**src/design/xcfp_pkg.sv**
```systemverilog
package xcfp_pkg;

  localparam int unsigned BYTE_W   = 8;
  localparam int unsigned CFG_AW   = 2;
  localparam int unsigned STATUS_W = 3;

  // configuration register indexes
  localparam logic [CFG_AW-1:0] CFG_HEADER_FIRST  = 2'd0;
  localparam logic [CFG_AW-1:0] CFG_HEADER_SECOND = 2'd1;
  localparam logic [CFG_AW-1:0] CFG_HEADER_THIRD  = 2'd2;

  localparam logic [BYTE_W-1:0] HEADER_FIRST_RST  = 8'h20;
  localparam logic [BYTE_W-1:0] HEADER_SECOND_RST = 8'h21;
  localparam logic [BYTE_W-1:0] HEADER_THIRD_RST  = 8'h22;

  localparam logic [BYTE_W-1:0] END_MARK   = 8'h00;
  localparam logic [BYTE_W-1:0] LEN_SHORT  = 8'd3;

  typedef enum logic [STATUS_W-1:0] {
    ST_IGNORED = 3'd0,
    ST_HEADER  = 3'd1,
    ST_LENGTH  = 3'd2,
    ST_BODY    = 3'd3,
    ST_GOOD    = 3'd4,
    ST_BAD     = 3'd5,
    ST_OVERRUN = 3'd6
  } status_t;

  typedef struct packed {
    logic              in_frame;
    logic              have_length;
    logic [BYTE_W-1:0] byte_count;
    logic [BYTE_W-1:0] declared_length;
    logic [BYTE_W-1:0] running_check;
    logic [BYTE_W-1:0] current_code;
    logic              check_match;
  } parse_state_t;

  typedef struct packed {
    status_t           status;
    logic [BYTE_W-1:0] frame_total;
    logic [BYTE_W-1:0] frame_code;
    logic [BYTE_W-1:0] byte_position;
    logic [BYTE_W-1:0] echo_byte;
  } parse_result_t;

  typedef struct packed {
    logic [BYTE_W-1:0] first;
    logic [BYTE_W-1:0] second;
    logic [BYTE_W-1:0] third;
  } header_cfg_t;

endpackage

```
**src/design/xcfp_step.sv**
```systemverilog
module xcfp_step (
  input  xcfp_pkg::parse_state_t            cur,
  input  xcfp_pkg::header_cfg_t             hdr,
  input  logic [xcfp_pkg::BYTE_W-1:0]       rx_byte,
  output xcfp_pkg::parse_state_t            nxt,
  output xcfp_pkg::parse_result_t           res
);

  logic                          hdr_hit;
  logic [xcfp_pkg::BYTE_W-1:0]   pos;
  logic [xcfp_pkg::BYTE_W:0]     pos_w;
  logic [xcfp_pkg::BYTE_W:0]     len_w;
  logic [xcfp_pkg::BYTE_W-1:0]   len_check;
  logic [xcfp_pkg::BYTE_W-1:0]   body_check;

  assign hdr_hit = (rx_byte == hdr.first) || (rx_byte == hdr.second) ||
                   (rx_byte == hdr.third);
  assign pos     = cur.byte_count + 8'd1;
  assign pos_w   = {1'b0, pos};
  assign len_w   = {1'b0, cur.declared_length};
  assign len_check  = cur.running_check ^ rx_byte;
  // fold the byte in only while it lies before the checksum byte
  assign body_check = ((pos_w + 9'd2) <= len_w) ? len_check : cur.running_check;

  always_comb begin
    nxt               = cur;
    res.echo_byte     = rx_byte;
    res.byte_position = '0;
    res.frame_code    = '0;
    res.frame_total   = '0;
    res.status        = xcfp_pkg::ST_IGNORED;

    if (!cur.in_frame) begin
      if (hdr_hit) begin
        nxt.in_frame      = 1'b1;
        nxt.have_length   = 1'b0;
        nxt.byte_count    = 8'd1;
        nxt.running_check = rx_byte;
        nxt.current_code  = rx_byte;
        nxt.check_match   = 1'b0;
        res.byte_position = 8'd1;
        res.frame_code    = rx_byte;
        res.status        = xcfp_pkg::ST_HEADER;
      end
    end else if (!cur.have_length) begin
      nxt.have_length     = 1'b1;
      nxt.byte_count      = 8'd2;
      nxt.declared_length = rx_byte;
      nxt.running_check   = len_check;
      // three-byte frame: the length byte is the checked byte, uninverted
      if (rx_byte == xcfp_pkg::LEN_SHORT) begin
        nxt.check_match = (rx_byte == len_check);
      end
      res.byte_position = 8'd2;
      res.frame_code    = cur.current_code;
      res.frame_total   = rx_byte;
      res.status        = xcfp_pkg::ST_LENGTH;
    end else begin
      nxt.byte_count    = pos;
      nxt.running_check = body_check;
      if ((pos_w + 9'd1) == len_w) begin
        nxt.running_check = ~body_check;
        nxt.check_match   = (rx_byte == ~body_check);
      end
      res.byte_position = pos;
      res.frame_code    = cur.current_code;
      res.frame_total   = cur.declared_length;
      res.status        = xcfp_pkg::ST_BODY;
      if (pos_w >= len_w) begin
        nxt.in_frame    = 1'b0;
        nxt.have_length = 1'b1;
        nxt.byte_count  = '0;
        if (pos_w == len_w) begin
          res.status = (cur.check_match && (rx_byte == xcfp_pkg::END_MARK)) ?
                       xcfp_pkg::ST_GOOD : xcfp_pkg::ST_BAD;
        end else begin
          res.status = xcfp_pkg::ST_OVERRUN;
        end
      end
    end
  end

endmodule

```
**src/design/xor_checksum_frame_parser_unit.sv**
```systemverilog
// XOR-checksum serial frame parser.
//
// Input stream (in_*): one received byte per transaction in in_tdata.
// Result stream (out_*): exactly one result per input byte, in order:
//   out_tdata = echo byte, position in frame, frame code, declared length;
//   out_tuser = status (ignored, header, length, body, good, bad, overrun).
// Config port (cfg_*): write the three accepted header bytes by index while
// the parser is idle; index 3 is ignored.
//
// An accepted byte is loaded into the input register, and its result is then
// registered in the output register.
// Throughput: one byte per cycle while out_tready holds; the frame state is
// updated by one short compare/XOR step between the input and output registers.
// The input register keeps taking a byte while a result waits on a stalled
// receiver; once both registers are full, in_tready drops until out_tready.
// Reset (rst_n low, synchronous) empties both registers, returns the parser
// to idle and restores header bytes 0x20, 0x21, 0x22.
module xor_checksum_frame_parser_unit (
  input  logic                             clk,
  input  logic                             rst_n,
  // input stream
  input  logic                             in_tvalid,
  output logic                             in_tready,
  input  logic [7:0]                       in_tdata,   // [7:0] rx_byte
  // result stream
  output logic                             out_tvalid,
  input  logic                             out_tready,
  // [7:0] echo_byte, [15:8] byte_position, [23:16] frame_code, [31:24] frame_total
  output logic [31:0]                      out_tdata,
  output logic [2:0]                       out_tuser,  // [2:0] status
  // configuration writes
  input  logic                             cfg_wr_en,
  input  logic [xcfp_pkg::CFG_AW-1:0]      cfg_addr,
  input  logic [xcfp_pkg::BYTE_W-1:0]      cfg_wdata
);

  xcfp_pkg::header_cfg_t          hdr_r;
  xcfp_pkg::parse_state_t         state_r;
  xcfp_pkg::parse_state_t         state_nxt;
  xcfp_pkg::parse_result_t        res_nxt;
  xcfp_pkg::parse_result_t        res_r;

  logic                           in_valid_r;
  logic [xcfp_pkg::BYTE_W-1:0]    in_byte_r;
  logic                           out_valid_r;
  logic                           advance;

  // advance the input register into the output register when it is free
  assign advance   = !out_valid_r || out_tready;
  assign in_tready = !in_valid_r || advance;

  // header registers
  always_ff @(posedge clk) begin
    if (!rst_n) begin
      hdr_r.first  <= xcfp_pkg::HEADER_FIRST_RST;
      hdr_r.second <= xcfp_pkg::HEADER_SECOND_RST;
      hdr_r.third  <= xcfp_pkg::HEADER_THIRD_RST;
    end else if (cfg_wr_en) begin
      case (cfg_addr)
        xcfp_pkg::CFG_HEADER_FIRST:  hdr_r.first  <= cfg_wdata;
        xcfp_pkg::CFG_HEADER_SECOND: hdr_r.second <= cfg_wdata;
        xcfp_pkg::CFG_HEADER_THIRD:  hdr_r.third  <= cfg_wdata;
        default: ;  // drop writes to unused indexes
      endcase
    end
  end

  // input register
  always_ff @(posedge clk) begin
    if (!rst_n) begin
      in_valid_r <= 1'b0;
    end else if (in_tready) begin
      in_valid_r <= in_tvalid;
    end
  end

  always_ff @(posedge clk) begin
    if (in_tready && in_tvalid) begin
      in_byte_r <= in_tdata;
    end
  end

  xcfp_step u_step (
    .cur     (state_r),
    .hdr     (hdr_r),
    .rx_byte (in_byte_r),
    .nxt     (state_nxt),
    .res     (res_nxt)
  );

  // frame state and output valid: commit only when a byte moves forward
  always_ff @(posedge clk) begin
    if (!rst_n) begin
      state_r     <= '0;
      out_valid_r <= 1'b0;
    end else if (advance) begin
      out_valid_r <= in_valid_r;
      if (in_valid_r) begin
        state_r <= state_nxt;
      end
    end
  end

  // result payload, held while the receiver stalls
  always_ff @(posedge clk) begin
    if (advance && in_valid_r) begin
      res_r <= res_nxt;
    end
  end

  assign out_tvalid = out_valid_r;
  assign out_tdata  = {res_r.frame_total, res_r.frame_code,
                       res_r.byte_position, res_r.echo_byte};
  assign out_tuser  = res_r.status;

endmodule

```
**config.mk**
```make
export PLATFORM = sky130hd
export DESIGN_NAME = xor_checksum_frame_parser_unit
export DESIGN_NICKNAME = d
export VERILOG_FILES = /design/src/design/xcfp_pkg.sv /design/src/design/xcfp_step.sv /design/src/design/xor_checksum_frame_parser_unit.sv
export SDC_FILE = /design/constraint.sdc
export NUM_CORES = 1
export LEC_CHECK = 0
export BUFFER_PORTS_ARGS = -buffer_cell sky130_fd_sc_hd__buf_2
export CAP_MARGIN = 30
export CORE_UTILIZATION = 35
export DETAILED_ROUTE_END_ITERATION = 10
export MAX_ROUTING_LAYER = met4
export PLACE_DENSITY = 0.63
export SLEW_MARGIN = 20
export SYNTH_ARGS = -nofsm -noshare
export SYNTH_HDL_FRONTEND = slang
export SYNTH_HIERARCHICAL = 1
export SYNTH_SLANG_ARGS = --single-unit
```
**constraint.sdc**
```tcl
create_clock -name clk -period 10.6 [get_ports clk]
set_clock_uncertainty 0.15 [all_clocks]
set_input_delay 1.59 -clock clk [delete_from_list [all_inputs] [get_ports clk]]
set_output_delay 1.59 -clock clk [all_outputs]
set_load 0.03 [all_outputs]
```
Word level (Yosys, flattened, before mapping)
Cells that the tools add are included.
Word-level totals
  word-level logic and storage cells: 81
  input bits: 23
  flip-flop bits (word level): 104
  output and inout port bits: 37
Cells by class
  equal/unequal tests: 12
  muxes and demuxes: 22
  $lt $le $gt $ge: 2
  add/subtract/negate cells: 3
  reduce and logical (&&, ||, !) cells: 20
  bitwise logic cells: 4
Operators by type and width (number)
  $eq A8 B8 Y1: 6
  $mux W16: 2
  $mux W8: 4
  $mux W10: 3
  $mux W27: 1
  $mux W17: 1
  $add A8 B1 Y9 const B: 1
  $add A8 B2 Y9 const B: 1
  $eq A9 B8 Y1: 1
  $le A9 B8 Y1: 1
  $mux W3: 3
  $mux W9: 1
  $add A8 B1 Y8 const B: 1
  $eq A8 B2 Y1 const B: 1
  $ge A8 B8 Y1: 1
  $logic_not A8 Y1: 1
  $not A8 Y8: 1
  $reduce_and A2 Y1: 4
  $reduce_and A4 Y1: 2
  $xor A8 B8 Y8: 1
  $mux W1: 7
  $ne A3 B2 Y1 const B: 2
  $reduce_and A5 Y1: 1
  $logic_or A1 B1 Y1: 4
  8 further kinds: 12

Depth between registers and ports, before layout
Gate-level depths: netlist of run 1.
  depth in word-level cells: 9
  mapped depth: 21
  mapped depth without buffers: 18

Hierarchy
Netlist of run 1, hierarchy kept.
Modules (own cells, without submodules)
  xor_checksum_frame_parser_unit: area an instance 3648.5 µm², seq. area each 2512.4 µm², cells each 293, instances 1
  xcfp_step: area an instance 2780.2 µm², seq. area each 0.0 µm², cells each 389, instances 1

Least setup slack after synthesis of run 1
OpenSTA, ideal clock, no wires.
  path kind: register to register
  start: register state_r[27] (netlist name)
  end: register state_r[0] (netlist name)
  required time: 10.378 ns
  clock period less this slack: 3.838 ns
  stages on the path, launching flop included: 21
  setup slack: 6.762 ns
  arrival: 3.616 ns
  cells stage by stage: dfxtp_1 ha_1 a21boi_0 nor2_1 inv_1 nand3_1 nor3_1 xnor2_1 ha_1 a211oi_1 o211ai_1 o211ai_1 o31a_1 buf_2 buf_6 xor2_1 a2111oi_0 nand4_1 o211ai_1 nand2_1 mux2i_1
RTL lines
  start, declared: line xor_checksum_frame_parser_unit.sv:38  | xcfp_pkg::parse_state_t state_r;
  start signal, assigned: line xor_checksum_frame_parser_unit.sv:99  | state_r <= state_nxt;

==> impl_metrics.toml, run 1 <==
[worst_hold_path]
worst_hold_path_type = "reg -> reg"
hold_path_startpoint = "state_r[5]"

[synthesis]
synth-seq-area-share_pct = 39.1
synth_area_per_cell_sq_um = 9.43
synth_largest_area_cell = "edfxtp_1"
synth_most_common_cell = "nand2_1"
fraction_of_synthesis_flops_using_an_asynchronous_set_or_reset_pin_pct = 0
synth_cell_type_count = 70
postSynthCellCount = 682
netlist.area_leader.share_pct = 20.1
post_synth_most_frequent_cells = "nand2_1 (117), dfxtp_1 (61), edfxtp_1 (43)"
postSynthRegisterBits = 104
yosys_most_used_dff = "dfxtp_1"
synth.area.top_cells = "edfxtp_1 (20%), dfxtp_1 (19%), nand2_1 (6.8%), mux2i_1 (6.2%), xor2_1 (4.2%)"
synth_edf_count = 43
yosys_warnings = 6
postSynthNetCount = 724
synthesis.area_sq_mm = 0.00643

[floorplanning]
design.die.area_sq_mm = 0.0189
die_h_um = 138
floorplan.initialDensity_pct = 35.8
die-width_um = 138
rows = 49
core_sq_mm = 0.0180
ios = 60

[routing]
route.vias.total = 4933
drc_errors = 0
detailedRoute.firstIterationViolations = 407
drt-pass1-iter-count = 5
drtAntennaViolNets = 0
postRouteWirelength_um = 15000
wire_per_inst_um = 16.0
route.detailed.vias_per_inst = 5.26

[global_route]
globalRoute.totalOverflow = 0
antenna_found_initial = 0
grt_max_degree = 104
globalRouteTotalUtil_pct = 16.9
first_global_vias = 4498
grt_first_pass_wirelength_um = 23600

[clock_tree]
cts_repair_resizes = 0
tritoncts = "yes"
cts_htree_levels = 3
cts_num_sinks = 104
numCtsBuffers = 9
ctsLongestPathBuffers = 2
clock-root-buffer = "clkbuf_16"
clkLatencyLatePin_ns = 0.36
postCtsSetupRepairBufs = 0
clk_pin_slew_worst_paths_ns = 0.08
postCtsHoldBufs = 0

[final_layout]
area_delta_synth_final_pct = 9.36
drive_gt1_share_pct = 17.2
fin_area_sq_mm = 0.00703
insertedDiodeCount = 0
layout.filler_cells = 1817
num-nets-final = 745
stdcell_count = 937

[job]
drv_cap = 0

[sta]
layout_worst_path_cycle_share_pct = 48.2
finalHoldViolations = 0
max_slew_violations = 0
final.min_clock_period_ns = 5.11
fin_setup_tns_ns = 0
maxSlewHeadroom_pct = 45.5
setup-violations-final = 0
worst_pin_slew_ns = 0.816
maxClockFrequency_mhz = 196
grt_setup_unrepaired = "no"

[power_and_ir_drop]
power.static_leakage_nw = 2.70
combinationalPowerShare_pct = 8.4
p_switching_uw = 215
ir_drop_mv = 0.0852
share_clk_of_total_power_pct = 38.5
p_seq_share_pct = 53.1
switching_share_pct = 25.8
cell_internal_pwr_uw = 616
power_per_cell_area_mw_per_mm2 = 118

[status]
status = "complete, no violations"

[worst_setup_path]
rr_startpoint = "state_r[25]"
critical_path.max_fanout = 17
critical_path.startpoint_type = "flip-flop"
critical_path_class = "reg -> reg"
worst-endpoint-arrival_ns = 5.25
setup.worst_path.end_class = "flip-flop"
required_arrival_time_at_the_worst_endpoint_ns = 10.74
critical_path.startpoint = "state_r[25]"

[placed_design]
routabilityCongestion = 0.873
port_buffers = 59
placed_cells_incl_taps = 919
dp.final_hpwl_um = 10200
placedInstanceArea_sq_mm = 0.00671
through the flow:
stage / hold WS (ns) / util [%] / setup WS, ns / power [mW]
detailed placement: 0.313 / 37.4 / 5.56 / 0.519
finish: 0.323 / 39.1 / 5.49 / 0.830
floorplan: 0.285 / - / 6.76 / 0.501
global placement: 0.305 / 37.2 / 5.72 / 0.518
global route: 0.342 / 39.1 / 5.08 / 0.864
CTS: 0.325 / 38.9 / 5.52 / 0.839
worst paths after layout:
path                               endpoint  slack, ns  cells past startpoint
worst max-delay path            state_r[12]       5.49                     17
worst min-delay path             state_r[5]       0.32                      2
worst max register to register  state_r[12]       5.49                     17
worst min register to register   state_r[5]       0.32                      2
final cells by class:
type | count | area [sq um] | area share [%]
multi-input cells | 502 | 3480 | 49.5
repair buffers | 68 | 403 | 5.73
clock inverters | 6 | 52.6 | 0.747
clock buffers | 10 | 229 | 3.26
flip-flops and latches | 104 | 2510 | 35.7
inverters | 18 | 67.6 | 0.961
well taps | 229 | 287 | 4.08
cells by family (layout without fill, tap and decap cells):
| kind of cell | after synthesis | after routing | synth area share [%] |
|---|---|---|---|
| fa+ha+maj | 19 | 19 | 3.70 |
| flops | 104 | 104 | 39.1 |
| compound gates | 123 | 123 | 13.5 |
| xor+xnor | 55 | 55 | 7.94 |
| buf+inv | 76 | 102 | 6.97 |
| mux | 55 | 55 | 8.95 |
| simple gates | 250 | 250 | 19.9 |
power groups by stage:
stage / clock, mW / combinational (mW) / sequential (mW)
after floorplan: 0 / 0.0463 / 0.454
after global placement: 0 / 0.0674 / 0.450
after detailed placement: 0 / 0.0686 / 0.451
after CTS: 0.329 / 0.0688 / 0.441
after global routing: 0.346 / 0.0761 / 0.443
final: 0.319 / 0.0699 / 0.441
routing by layer:
metal	GRT usage (%)	vias to the layer above	wire length, um
li1	-	2453	-
met1	20.4	2341	6930
met2	27.6	119	7170
met3	3.38	20	634
met4	6.65	0	274
met5	-	-	0
sequential cells by signal, summed over array words and instances (netlist names):
name	count
state_r	35
out_tdata	32
hdr_r	24
in_byte_r	8
out_tuser	3
in_valid_r	1
out_tvalid	1
critical path: stages (launching register included):
cell and delay, ns:
dfxtp_1 0.63, ha_1 0.33, xor2_1 0.49, ha_1 0.34, inv_1 0.07, nor3_1 0.26, xnor2_1 0.11, ha_1 0.21
a211oi_1 0.30, o211ai_1 0.15, o211ai_1 0.20, o31a_1 0.67, nand2b_4 0.33, o31ai_1 0.11, o311a_1 0.33, nor3_1 0.16
nand2_1 0.07, mux2i_1 0.13
layout by cell type (no fill, tap or decap), types with 3 or more instances in the layout:
cell type and n:
xor2_1 31, edfxtp_1 43, inv_1 18, o211ai_1 5, a211oi_1 9, nor2b_1 10
nand2b_1 18, nand3_1 22, buf_2 59, mux2i_1 40, a21oi_1 14, clkbuf_16 9
nor4_1 14, nand4_1 7, o21ai_0 28, a21boi_0 11, buf_4 7, nand2_1 117
nor2_1 21, dfxtp_1 61, mux2_2 13, and3_1 3, o21ai_2 7, a22o_1 6
o311a_1 7, xnor2_1 21, nor4b_1 4, o31ai_1 11, nor3_1 11, a21o_1 3
nand4b_1 3, nand3_2 3, ha_1 19, o22ai_1 4
(Power assumes the default switching activity.)
==> run 2, diff against run 1 <==
Settings changed: ABC_AREA set to 1, PLACE_DENSITY 0.63 to 0.65.
Clock period 10.6 ns to 4.3 ns, I/O delays scaled along.
==> impl_metrics.toml, run 2 <==
[worst_setup_path]
required_arrival_time_at_the_worst_endpoint_ns = 4.40
critical_path_class = "reg -> reg"
cp_top_family = "simple AND/OR/NAND/NOR gates"
critical_path.max_stage_delay_ns = 0.48
critical_path.startpoint_type = "flip-flop"
worst-endpoint-arrival_ns = 3.96
crit_chain = "inv_1 -> ha_1 -> inv_1 -> ha_1 -> inv_1 -> nor2_1 -> nand3_2 -> xor2_1 -> ha_1 -> nand3_1 -> nor2_1 -> inv_1 -> nand2_2 -> nand2_2 -> nand2_1 -> nand2_1 -> nand2_1 -> nand3_1 -> nand2_1 -> o211ai_2 -> inv_1 -> nand3_1 -> nand2_1 -> nor2_1"
crit_cells = 24
critical_path.max_fanout = 11
r2r_cells = 24
worst_path_max_delay_cell = "dfxtp_2"
setup.worst_path.end_class = "flip-flop"
timing.critical_path.buf_inv = 5

[synthesis]
synth_most_common_cell = "nand2_1"
synth_edf_count = 43
fraction_of_synthesis_flops_using_an_asynchronous_set_or_reset_pin_pct = 0
postSynthCellCount = 935
synth_largest_area_cell = "edfxtp_1"
synthesis.area_sq_mm = 0.00661
post_synth_most_frequent_cells = "nand2_1 (187), inv_1 (137), nor2_1 (131)"
synth_cell_type_count = 41
synth_area_per_cell_sq_um = 7.07
synth.area.top_cells = "edfxtp_1 (20%), dfxtp_1 (18%), nand2_1 (11%), inv_1 (7.8%), nor2_1 (7.4%)"
netlist.area_leader.share_pct = 19.5
postSynthRegisterBits = 104
postSynthNetCount = 977
synth-seq-area-share_pct = 38.0
yosys_most_used_dff = "dfxtp_1"
yosys_warnings = 6

[floorplanning]
ios = 60
floorplan.initialDensity_pct = 36.3
rows = 49
core_sq_mm = 0.0182
die-width_um = 139
design.die.area_sq_mm = 0.0194
die_h_um = 139

[clock_tree]
cts_num_sinks = 104
ctsLongestPathBuffers = 2
clkLatencyLatePin_ns = 0.36
postCtsSetupRepairBufs = 0
clk_pin_slew_worst_paths_ns = 0.07
cts_repair_resizes = 0
tritoncts = "yes"
cts_htree_levels = 3
clock-root-buffer = "clkbuf_16"
numCtsBuffers = 9
postCtsHoldBufs = 0

[global_route]
globalRoute.totalOverflow = 0
grt_first_pass_wirelength_um = 27800
first_global_vias = 5440
antenna_found_initial = 0
globalRouteTotalUtil_pct = 18.8
grt_max_degree = 72

[routing]
route.vias.total = 5840
drt-pass1-iter-count = 5
detailedRoute.firstIterationViolations = 414
drc_errors = 0
route.detailed.vias_per_inst = 4.89
dr.max_layer_used = "met4"
postRouteWirelength_um = 17100
met3_wirelength_um = 627
drtAntennaViolNets = 0
wire_per_inst_um = 14.3
wl_met1_um = 8100
met2_wl_um = 7930

[power_and_ir_drop]
power_per_cell_area_mw_per_mm2 = 356
ir_drop_mv = 0.196
power.static_leakage_nw = 3.38

[status]
status = "complete, no violations"

[sta]
maxClockFrequency_mhz = 259
grt_setup_unrepaired = "no"
maxSlewHeadroom_pct = 40.6
fin_setup_tns_ns = 0
layout_worst_path_cycle_share_pct = 89.9
setup-violations-final = 0
final.min_clock_period_ns = 3.87
max_slew_violations = 0
finalHoldViolations = 0
worst_pin_slew_ns = 0.890

[final_layout]
insertedDiodeCount = 0
most-common-layout-cells = "nand2_1 (186), inv_1 (137), nor2_1 (131)"
area_delta_synth_final_pct = 10.5
drive_gt1_share_pct = 13.5
register_bank_with_the_most_flops = "state_r"
leading_cell_type_in_the_layout_fill_and_taps_excluded = "nand2_1"
largest_register_ffs = 35
num-nets-final = 1003
stdcell_count = 1195
layout.filler_cells = 1897

[job]
drv_cap = 0

[placed_design]
routabilityCongestion = 0.911
placed_cells_incl_taps = 1179
dp.final_hpwl_um = 11700
port_buffers = 59

[worst_hold_path]
worst_hold_path_type = "in -> reg"
min_delay_path_depth = 1
## run 2: cell types whose count changed after synthesis, moves of 22 or more
cell     delta
buf_2      +22
nor2_1    +110
nand2_1    +70
nand3_1    +74
mux2i_1    -40
a21oi_1    +40
inv_1     +119
## run 2: power by group
| group | switching, mW | internal, mW | total [mW] |
|---|---|---|---|
| clock | 0.378 | 0.484 | 0.862 |
| combinational | 0.388 | 0.205 | 0.593 |
| sequential | 0.0576 | 1.08 | 1.14 |
## run 2: area by class of cell
type	instances	area, sq um	area share (%)
clock buffers	14	297	4.06
clock inverters	2	17.5	0.240
inverters	144	546	7.47
multi-input cells	633	3270	44.8
flip-flops and latches	104	2510	34.5
well taps	229	287	3.93
repair buffers	69	370	5.07
## run 2: worst reg2reg max path: cells and delay by family (launching register included)
kind                     cells  cell delay, ns
AND/OR/NAND/NOR             14            1.54
adder cells (fa/ha/maj)      3            0.87
buffers and inverters        5            0.49
flip-flops                   1            0.48
XOR/XNOR                     1            0.16
AO/OA/AOI/OAI                1            0.08
## run 2: metal layers
metal | vias up | track usage [%]
met4 | 0 | 7.49
met3 | 28 | 3.68
met2 | 102 | 30.2
met5 | - | -
li1 | 3040 | -
met1 | 2670 | 23.1
## run 2: final timing paths
kind          startpoint      endpoint  slack, ns
max          state_r[25]   state_r[10]       0.43
min          in_tdata[0]  in_byte_r[0]       0.31
max reg2reg  state_r[25]   state_r[10]       0.43
min reg2reg     hdr_r[1]      hdr_r[1]       0.33
## run 2: logic make-up after synthesis
kind of cell / Yosys count / synth area share (%)
flip-flops: 104 / 38.0
AND/OR/NAND/NOR: 459 / 30.7
AO/OA/AOI/OAI: 125 / 10.9
XOR/XNOR: 30 / 3.98
buffers and inverters: 198 / 12.8
adder cells (fa/ha/maj): 19 / 3.60
## run 2: metrics by stage
| stage | setup WS, ns | cell area, sq um | total power, mW | hold slack, ns | util (%) |
|---|---|---|---|---|---|
| after CTS | 0.198 | 7290 | 2.61 | 0.297 | 40.0 |
| final | 0.435 | 7300 | 2.60 | 0.309 | 40.1 |
| after global placement | 0.334 | 6980 | 1.74 | 0.313 | 38.3 |
| after floorplan | 0.908 | 6610 | 1.61 | 0.297 | - |
| after detailed placement | 0.229 | 6980 | 1.75 | 0.313 | 38.3 |
| after global routing | 0.0102 | 7300 | 2.75 | 0.293 | 40.1 |
==> run 3, diff against run 2 <==
Settings changed: CTS_BUF_LIST set to sky130_fd_sc_hd__clkbuf_8.
==> impl_metrics.toml, run 3 (synthesized netlist as in run 2, its figures left out) <==
[floorplanning]
die-width_um = 139
design.die.area_sq_mm = 0.0194
rows = 49
floorplan.initialDensity_pct = 36.3
core_sq_mm = 0.0182
ios = 60
die_h_um = 139

[final_layout]
insertedDiodeCount = 0
multi_input_area_sq_mm = 0.00327
leading_cell_type_in_the_layout_fill_and_taps_excluded = "nand2_1"
largest_register_ffs = 35
stdcell_count = 1195
num-nets-final = 1003
register_bank_with_the_most_flops = "state_r"
most-common-layout-cells = "nand2_1 (186), inv_1 (139), nor2_1 (131)"
fin_area_sq_mm = 0.00721
drive_gt1_share_pct = 13.5
layout.filler_cells = 1913
sequential_cell_area_sq_mm = 0.00251
area_delta_synth_final_pct = 9.07

[global_route]
grt_max_degree = 72
globalRouteTotalUtil_pct = 18.7
first_global_vias = 5416
grt_first_pass_wirelength_um = 27700
antenna_found_initial = 0
globalRoute.totalOverflow = 0

[routing]
detailedRoute.firstIterationViolations = 420
drt-pass1-iter-count = 6
drc_errors = 0
route.detailed.vias_per_inst = 4.88
drtAntennaViolNets = 0
wire_per_inst_um = 14.2
route.vias.total = 5837
postRouteWirelength_um = 17000

[clock_tree]
clkLatencyLatePin_ns = 0.39
ctsLongestPathBuffers = 2
tritoncts = "yes"
cts_repair_resizes = 0
cts_htree_levels = 3
postCtsSetupRepairBufs = 0
postCtsHoldBufs = 0
numCtsBuffers = 9
cts_num_sinks = 104
clock-root-buffer = "clkbuf_8"
clk_pin_slew_worst_paths_ns = 0.10

[worst_setup_path]
worst_path_max_delay_cell = "dfxtp_2"
setup.worst_path.end_class = "flip-flop"
ff2ff_setup_slack_ns = 0.42
critical_path.startpoint_type = "flip-flop"
worst-endpoint-arrival_ns = 4.02
critical_path_class = "reg -> reg"
required_arrival_time_at_the_worst_endpoint_ns = 4.43
crit_chain = "inv_1 -> ha_1 -> inv_1 -> ha_1 -> inv_1 -> nor2_1 -> nand3_2 -> xor2_1 -> ha_1 -> nand3_1 -> nor2_1 -> inv_1 -> nand2_2 -> nand2_2 -> nand2_1 -> nand2_1 -> nand2_1 -> nand3_1 -> nand2_1 -> o211ai_2 -> inv_1 -> nand3_1 -> nand2_1 -> nor2_1"
critical_path.max_stage_delay_ns = 0.49
critical_path.max_fanout = 11

[sta]
final.min_clock_period_ns = 3.88
maxClockFrequency_mhz = 257
worst_pin_slew_ns = 0.858
maxSlewHeadroom_pct = 42.7
setup-violations-final = 0
grt_setup_unrepaired = "no"
finalHoldViolations = 0
layout_worst_path_cycle_share_pct = 90.3
max_slew_violations = 0
fin_setup_tns_ns = 0

[placed_design]
placed_cells_incl_taps = 1179
routabilityCongestion = 0.911
dp.final_hpwl_um = 11700
placedInstanceArea_sq_mm = 0.00698
port_buffers = 59

[job]
drv_cap = 0

[worst_hold_path]
worst_hold_path_type = "in -> reg"

[power_and_ir_drop]
power_per_cell_area_mw_per_mm2 = 337
power.static_leakage_nw = 3.34
finalPower_mw = 2.43
ir_drop_mv = 0.166

[status]
status = "complete, no violations"
run 3: changes by cell type in the layout (fill, tap and decap cells not counted), sizes merged:
cell | previous run | this run
clkbuf | 14 | 10
bufinv | 0 | 2
inv | 142 | 144
run 3: final timing paths:
kind | start | endpoint | cells after the start
worst min register to register | hdr_r[1] | hdr_r[1] | 2
worst min-delay path | in_tdata[3] | in_byte_r[3] | 1
worst max-delay path | state_r[25] | state_r[10] | 24
worst max register to register | state_r[25] | state_r[10] | 24
run 3: report_power, final:
part           switching (mW)  total (mW)  internal, mW  leakage [nW]
sequential             0.0577        1.14          1.08         0.926
combinational           0.387       0.591         0.205          2.30
clock                   0.350       0.693         0.343         0.119
run 3: per-layer routing:
| layer | wire, um | part of all wire (%) | track usage [%] | vias to the layer above |
|---|---|---|---|---|
| met4 | 355 | 2.1 | 7.49 | 0 |
| met5 | 0 | 0 | - | - |
| met3 | 670 | 4.0 | 3.44 | 16 |
| met2 | 7990 | 47 | 30.1 | 119 |
| li1 | - | - | - | 3038 |
| met1 | 7940 | 47 | 23.0 | 2664 |
run 3: final cells by class:
class,count,area share [%]
clock buffer,10,1.91
sequential,104,34.9
multi-input combinational,633,45.3
clock inverter,6,1.18
inverter,144,7.57
tap,229,3.98
timing repair buffer,69,5.14
run 3: worst max-delay path: cells and delay by family (launching register included):
kind	cells	cell delay, ns
fa+ha+maj	3	0.87
compound gates	1	0.08
flops	1	0.49
buf+inv	5	0.49
simple gates	14	1.55
xor+xnor	1	0.16
run 3: metrics by stage:
stage,worst slack [ns],utilization [%],hold WS (ns)
2_1_floorplan,0.908,-,0.297
3_3_place_gp,0.334,38.3,0.313
3_5_place_dp,0.229,38.3,0.313
4_1_cts,0.198,39.5,0.248
5_1_grt,0.0156,39.6,0.245
6_report,0.415,39.6,0.277
